--- src/rtl/odk_pkg.sv ---
// Package: shared types, constants and tables for the omni drive odometry core.
package odk_pkg;

   localparam int CORDIC_STEPS = 16;
   localparam int STEP_W = $clog2(CORDIC_STEPS + 1);

   localparam logic [15:0] INV_WHEEL_RADIUS_RESET = 16'd6400;
   localparam logic [15:0] BASE_RADIUS_RESET = 16'd8651;
   localparam logic signed [17:0] COEF_SQRT3_HALF = 18'sd56756;
   localparam logic signed [17:0] COEF_HALF = 18'sd32768;
   localparam logic signed [16:0] CORDIC_COMP = 17'sd39797;
   localparam logic [29:0] INV_TWO_PI_Q32 = 30'd683565276;

   localparam logic ACTION_COMMAND = 1'b0;
   localparam logic ACTION_TICK = 1'b1;

   localparam logic CSR_INV_WHEEL_RADIUS = 1'b0;
   localparam logic CSR_BASE_RADIUS = 1'b1;

   typedef enum logic [3:0] {
      ST_IDLE,
      ST_WHEEL_A,
      ST_WHEEL_B,
      ST_WHEEL_C,
      ST_WHEEL_SCALE,
      ST_ODO_LOAD,
      ST_ODO_CORDIC,
      ST_ODO_MUL_X,
      ST_ODO_MUL_Y,
      ST_ODO_HEAD,
      ST_ODO_HEAD_RND,
      ST_DONE
   } state_type;

   typedef enum logic [3:0] {
      OP_NONE,
      OP_CMD_LOAD,
      OP_WHEEL_SUM,
      OP_WHEEL_SCALE,
      OP_ODO_LOAD,
      OP_CORDIC_STEP,
      OP_POS_X,
      OP_POS_Y,
      OP_HEAD_MUL,
      OP_HEAD_ADD,
      OP_SEND
   } op_type;

   typedef struct packed {
      op_type           op;
      logic [1:0]       wheel;
      logic [STEP_W-1:0] step;
   } cmd_type;

   typedef struct packed {
      logic action;
      logic out_busy;
   } status_type;

   function automatic logic signed [33:0] atan_turn(input logic [4:0] idx);
      logic signed [33:0] r;
      begin
         unique case (idx)
            5'd0: r = 34'sd536870912;
            5'd1: r = 34'sd316933405;
            5'd2: r = 34'sd167458907;
            5'd3: r = 34'sd85004756;
            5'd4: r = 34'sd42667331;
            5'd5: r = 34'sd21354465;
            5'd6: r = 34'sd10679838;
            5'd7: r = 34'sd5340245;
            5'd8: r = 34'sd2670163;
            5'd9: r = 34'sd1335086;
            5'd10: r = 34'sd667544;
            5'd11: r = 34'sd333772;
            5'd12: r = 34'sd166886;
            5'd13: r = 34'sd83443;
            5'd14: r = 34'sd41721;
            5'd15: r = 34'sd20860;
            5'd16: r = 34'sd10430;
            5'd17: r = 34'sd5215;
            5'd18: r = 34'sd2607;
            5'd19: r = 34'sd1303;
            5'd20: r = 34'sd651;
            5'd21: r = 34'sd325;
            5'd22: r = 34'sd162;
            5'd23: r = 34'sd81;
            default: r = 34'sd0;
         endcase
         return r;
      end
   endfunction

endpackage

--- src/rtl/odk_ctrl.sv ---
// Controller: sequences wheel speed and odometry work over the datapath.
module odk_ctrl
   import odk_pkg::*;
(
   input  logic       clock,
   input  logic       reset,
   input  logic       req_valid,
   output logic       req_ready,
   input  status_type status,
   output cmd_type    cmd
);

   state_type         state_ff, state_in;
   logic [STEP_W-1:0] step_ff, step_in;

   always_ff @(posedge clock) begin
      if (reset) begin
         state_ff <= ST_IDLE;
         step_ff <= '0;
      end else begin
         state_ff <= state_in;
         step_ff <= step_in;
      end
   end

   always_comb begin
      state_in = state_ff;
      step_in = step_ff;
      req_ready = 1'b0;
      cmd.op = OP_NONE;
      cmd.wheel = 2'd0;
      cmd.step = step_ff;
      unique case (state_ff)
         ST_IDLE: begin
            req_ready = 1'b1;
            if (req_valid) begin
               if (status.action == ACTION_TICK) begin
                  cmd.op = OP_ODO_LOAD;
                  state_in = ST_ODO_CORDIC;
                  step_in = '0;
               end else begin
                  cmd.op = OP_CMD_LOAD;
                  state_in = ST_WHEEL_A;
               end
            end
         end
         ST_WHEEL_A: begin
            cmd.op = OP_WHEEL_SUM;
            cmd.wheel = 2'd0;
            state_in = ST_WHEEL_B;
         end
         ST_WHEEL_B: begin
            cmd.op = OP_WHEEL_SUM;
            cmd.wheel = 2'd1;
            state_in = ST_WHEEL_C;
         end
         ST_WHEEL_C: begin
            cmd.op = OP_WHEEL_SUM;
            cmd.wheel = 2'd2;
            state_in = ST_WHEEL_SCALE;
            step_in = '0;
         end
         ST_WHEEL_SCALE: begin
            cmd.op = OP_WHEEL_SCALE;
            cmd.wheel = step_ff[1:0];
            step_in = step_ff + 1'b1;
            if (step_ff[1:0] == 2'd2) begin
               state_in = ST_DONE;
            end
         end
         ST_ODO_CORDIC: begin
            cmd.op = OP_CORDIC_STEP;
            step_in = step_ff + 1'b1;
            if (step_ff == STEP_W'(CORDIC_STEPS - 1)) begin
               state_in = ST_ODO_MUL_X;
            end
         end
         ST_ODO_MUL_X: begin
            cmd.op = OP_POS_X;
            state_in = ST_ODO_MUL_Y;
         end
         ST_ODO_MUL_Y: begin
            cmd.op = OP_POS_Y;
            state_in = ST_ODO_HEAD;
         end
         ST_ODO_HEAD: begin
            cmd.op = OP_HEAD_MUL;
            state_in = ST_ODO_HEAD_RND;
         end
         ST_ODO_HEAD_RND: begin
            cmd.op = OP_HEAD_ADD;
            state_in = ST_DONE;
         end
         ST_DONE: begin
            if (!status.out_busy) begin
               cmd.op = OP_SEND;
               state_in = ST_IDLE;
            end
         end
         default: state_in = ST_IDLE;
      endcase
   end

   a_step_bound: assert property (@(posedge clock) disable iff (reset)
      state_ff == ST_ODO_CORDIC |-> step_ff < STEP_W'(CORDIC_STEPS))
      else $error("cordic step out of range");
   a_ready_idle: assert property (@(posedge clock) disable iff (reset)
      req_ready |-> state_ff == ST_IDLE)
      else $error("ready outside idle");
   a_send_ends: assert property (@(posedge clock) disable iff (reset)
      cmd.op == OP_SEND |=> state_ff == ST_IDLE)
      else $error("send did not return to idle");

endmodule

--- config.mk ---
export PLATFORM = sky130hd
export DESIGN_NAME = odk_ctrl
export DESIGN_NICKNAME = d
export VERILOG_FILES = /design/src/rtl/odk_pkg.sv /design/src/rtl/odk_ctrl.sv
export SDC_FILE = /design/constraint.sdc
export NUM_CORES = 1
export LEC_CHECK = 0
export ABC_AREA = 1
export BUFFER_PORTS_ARGS = -buffer_cell sky130_fd_sc_hd__buf_4
export CORE_AREA = 2 2 39 41
export CTS_CLUSTER_SIZE = 30
export DETAILED_ROUTE_END_ITERATION = 16
export DIE_AREA = 0 0 41 43
export PLACE_DENSITY = 0.78
export SYNTH_ARGS = -nofsm -noshare
export SYNTH_HDL_FRONTEND = slang
export SYNTH_SLANG_ARGS = --single-unit
--- constraint.sdc ---
create_clock -name clock -period 3.93 [get_ports clock]
set_clock_uncertainty 0.2 [all_clocks]
set_input_delay 0 -clock clock [delete_from_list [all_inputs] [get_ports clock]]
set_output_delay 0 -clock clock [all_outputs]
set_load 0.02 [all_outputs]
== Word level (Yosys, flattened, before mapping) ==
Index checks and enable logic that the tools add are counted.

* Flip-flop bits (word level): 9
* Bits of input ports: 5
* Output and inout bits: 12
* Logic and storage cells: 41

* Add/subtract/negate cells: 1
* Equal/unequal tests: 17
* Muxes and demuxes: 15
* Reductions and logical operators: 6

{| class="wikitable"
|+ Operators by type and width
! kind !! count
|-
| $pmux W4 S11 || 1
|-
| $pmux W4 S9 || 1
|-
| $mux W4 || 5
|-
| $eq A4 B4 Y1 const B || 4
|-
| $pmux W5 S3 || 1
|-
| $eq A4 B3 Y1 const B || 3
|-
| $mux W5 || 2
|-
| $ne A2 B2 Y1 const B || 5
|-
| $mux W3 || 3
|-
| $eq A4 B2 Y1 const B || 2
|-
| $pmux W2 S3 || 1
|-
| $add A5 B1 Y5 const B || 1
|-
| $eq A5 B4 Y1 const B || 1
|-
| $eq A4 B1 Y1 const B || 1
|-
| $logic_not A4 Y1 || 1
|-
| $reduce_and A4 Y1 || 1
|-
| $reduce_and A3 Y1 || 1
|-
| $reduce_bool A3 Y1 || 1
|-
| $reduce_or A3 Y1 || 1
|-
| $eq A2 B2 Y1 const B || 1
|-
| $reduce_or A2 Y1 || 1
|-
| $mux W1 || 1
|}

== Longest topological paths before layout ==
* Word-level depth: 4
* Depth in mapped cells: 8
* Gate-level depth less buffers: 8

== Worst setup path before layout ==
OpenSTA, ideal clock, no wires.

* Path type: flip-flop to flip-flop
* From: register step_ff[1]
* To: register step_ff[4]
* Library setup time: 70 ps
* Arrival time: 1,410 ps
* Required time: 3,660 ps
* Path slack: 2,249 ps
* Stages on the path, launching flop included: 7
* Period minus slack after synthesis: 1,681 ps
* Path through: dfxtp_1 > ha_1 > nand2_1 > nor2_1 > ha_1 > or2_0 > a21oi_1

* Word-level cells in the longest chain between the ends: 2

{| class="wikitable"
|+ RTL lines
! item !! line !! text
|-
| start: declaration || odk_ctrl.sv:14 || <nowiki>logic [STEP_W-1:0] step_ff, step_in;</nowiki>
|-
| start signal: assignment || odk_ctrl.sv:22 || <nowiki>step_ff <= step_in;</nowiki>
|-
| $add A5 B1 Y5 || odk_ctrl.sv:66, odk_ctrl.sv:73 ||
|-
| $pmux W5 S3 || odk_ctrl.sv:33 || <nowiki>unique case (state_ff)</nowiki>
|}

No other way between the ends.
A chain may end at the register's enable or synchronous reset.

== Final worst setup path ==
* From: register step_ff[1]
* To: register state_ff[0]

* Word-level cells in the longest chain between the ends: 3
* Elaborated cells between the ends (all ways): 5

{| class="wikitable"
|+ RTL lines
! item !! line !! text
|-
| $eq A5 B4 Y1 / $eq A2 B2 Y1 (equally long branches) || odk_ctrl.sv:74, odk_ctrl.sv:67 ||
|-
| $ne A2 B2 Y1 (no line) || - ||
|-
| $reduce_and A4 Y1 (no line) * || - ||
|-
| end signal: assignment || odk_ctrl.sv:21 || <nowiki>state_ff <= state_in;</nowiki>
|-
| end: declaration || odk_ctrl.sv:13 || <nowiki>state_type state_ff, state_in;</nowiki>
|}

Mark *: on every way between the ends. The rest lies on a longest branch, timed or not.

==> metrics.txt <==
Final Util=64.1%; Synth Net Count=117; Seq/Total Area, Yosys=26.3%; first-pass GRT wire length=2.54 mm; largest net degree at the start of global routing=10; dpl ws=2.31 ns; post-route ant nets=0; 1st-iter DRT viols=15; Critical path buffers and inverters=1; largest family of logic cells by synthesized area=simple AND/OR/NAND/NOR gates; area of the multi-input gates=440 um2; final hold viol count=0; vias per cell=4.99; CP Cell Sequence=ha_1 -> nand2_1 -> nor2_1 -> ha_1 -> o21ai_2 -> nor2_4 -> nand2_1 -> a21oi_1 -> dlygate4sd3_1; Netlist cell types=21; Rel. slew slack=78.7%; Total Wirelength=1.55 mm; CTS Buf Count=3; run status=finished, final reports clean; initial antenna violation count=0; wire length per cell=10.4 um; Critical Path Source Type=flop; Compound-Gate Fraction of Synth Area=12.4%; Finished Cell Area=887 um2; Cells after DPL=140; H-tree depth=1; Pleak=0.436 nW; YS warnings=0; Slew @ Worst Pin=0.320 ns; Peak VDD IR=0.356 mV; total gr overflow=0; top achievable clock speed=457 MHz; Residual DRC=0; Non-Filler Instances=148; worst min path class=in -> reg; Max Buffers Root-to-Sink=2; Setup TNS=0 ns; Slowest cell on crit path=dlygate4sd3_1; FF+latch count, synth=9; hold buffers post-CTS=4; DP HPWL=1.25 mm; drt first pass iters=4; PwrDens=616 nW/um2; TritonCTS clock tree=built; Std-Cell Rows=14; Tot GR Track Use=21.3%; RSZ-0062 raised after global routing=no; element type at the critical path end=flop; Starting Density=49.5%; Max-cap violations=0; slowest stage delay, CP=0.55 ns; area share of xor/xnor cells in the synthesized design=2.56%; CP Class=reg -> reg; routed vias=739; Max Slew Vio Count=0; Area growth syn-to-layout=29.6%; width of the die=41 um; Synth Area in Adders=5.48%; die area=1760 um2; mux contribution to synthesized area=0%; number of diodes=0; Die H=43 um; Worst EP required=3.94 ns; Register Area=180 um2; clk_lat worst skew=0.26 ns; Data arrival, critical path=2.19 ns; post-synthesis simple-gate area fraction=43.9%; Final WS setup=1.74 ns; Placed Area=821 um2; Top Ports=17; syn avg cell area=6.28 um2; Post-Synthesis Cells=109; gpl congestion=0.782; Final #Nets=141; layout cell share with drive strength beyond 1=28.0%; area of the mapped netlist=684 um2; Clock Sinks=9; vias in the first global route=662; post-route clock period utilization=55.7%; Setup Viol. Count Final=0; family with the most delay on the worst path=buffers and inverters; Core ar.=1380 um2; Post-CTS Repair Setup Buffers=0; Post-CTS Resized=0; min Tclk post-route=2.19 ns; # fillers=141; critical path peak fanout=6; Root Driver=clkbuf_4; IO Port Bufs=16; Worst-path clk slew=0.06 ns
-- logic make-up after synthesis --
kind of cell    Yosys count
simple gates             63
compound gates           15
buf+inv                  17
flops                     9
fa+ha+maj                 3
xor+xnor                  2
-- synth_stat cells (all sizes together) --
master,count,area share (%)
a21oi,10,7.9
a22oi,1,1.1
buf,1,0.55
dfxtp,9,26
ha,3,5.5
inv,16,8.8
nand2,37,22
nand3,6,5.1
nand3b,3,3.3
nor2,15,12
o21ai,4,3.5
or2,2,1.8
xor2,2,2.6
-- worst reg2reg max path, delay by kind of cell, from the launching register on --
kind            cells  cell delay, ns
flops               1            0.43
compound gates      2            0.21
simple gates        4            0.34
fa+ha+maj           2            0.40
buf+inv             1            0.55
-- final cells by class --
type / instances / area share [%]
Clock buffer: 4 / 2.96
Inverter: 16 / 6.77
Multi-Input combinational cell: 83 / 49.6
Sequential cell: 9 / 20.3
Tap cell: 16 / 2.26
Timing Repair Buffer: 20 / 18.1
-- state kept, by name, summed over array words and instances (netlist names) --
name and count:
step_ff 5, state_ff 4
-- per-layer routing --
layer	routed length [um]	track usage, %
met5	0	0
met4	34	12.0
met3	47	3.14
met2	788	35.0
met1	675	24.5
-- per-stage QoR --
stage          power [mW]  hold WS (ns)
6_report            0.547        0.0454
4_1_cts             0.549        0.0449
2_1_floorplan       0.363       -0.0174
3_5_place_dp        0.462        0.0404
3_3_place_gp        0.461        0.0356
5_1_grt             0.599        0.0991
-- where the power goes --
part / internal, mW / switching [mW] / total, mW
logic: 0.136 / 0.207 / 0.343
registers: 0.108 / 0.0219 / 0.130
clock network: 0.0392 / 0.0338 / 0.0730
-- cell usage in the layout (no fill, tap or decap), drive strengths merged --
cell type and instances:
nand3b 3, nand2 37, a21oi 10, clkbuf 4
or2 2, ha 3, nor2 15, a22oi 1
dfxtp 9, xor2 2, dlygate4sd3 4, inv 16
o21ai 4, nand3 6, buf 16
-- path summary, 6_finish.rpt --
check | start | endpoint | slack, ns | cells past startpoint
max | step_ff[1]$_SDFFE_PP0P_ | state_ff[0]$_SDFFE_PP0P_ | 1.74 | 9
min | req_valid | step_ff[0]$_SDFFE_PP0P_ | 0.05 | 6
max reg2reg | step_ff[1]$_SDFFE_PP0P_ | state_ff[0]$_SDFFE_PP0P_ | 1.74 | 9
min reg2reg | step_ff[4]$_SDFFE_PP0P_ | step_ff[4]$_SDFFE_PP0P_ | 0.28 | 2
Note: power is estimated with default switching activity, not from simulation.
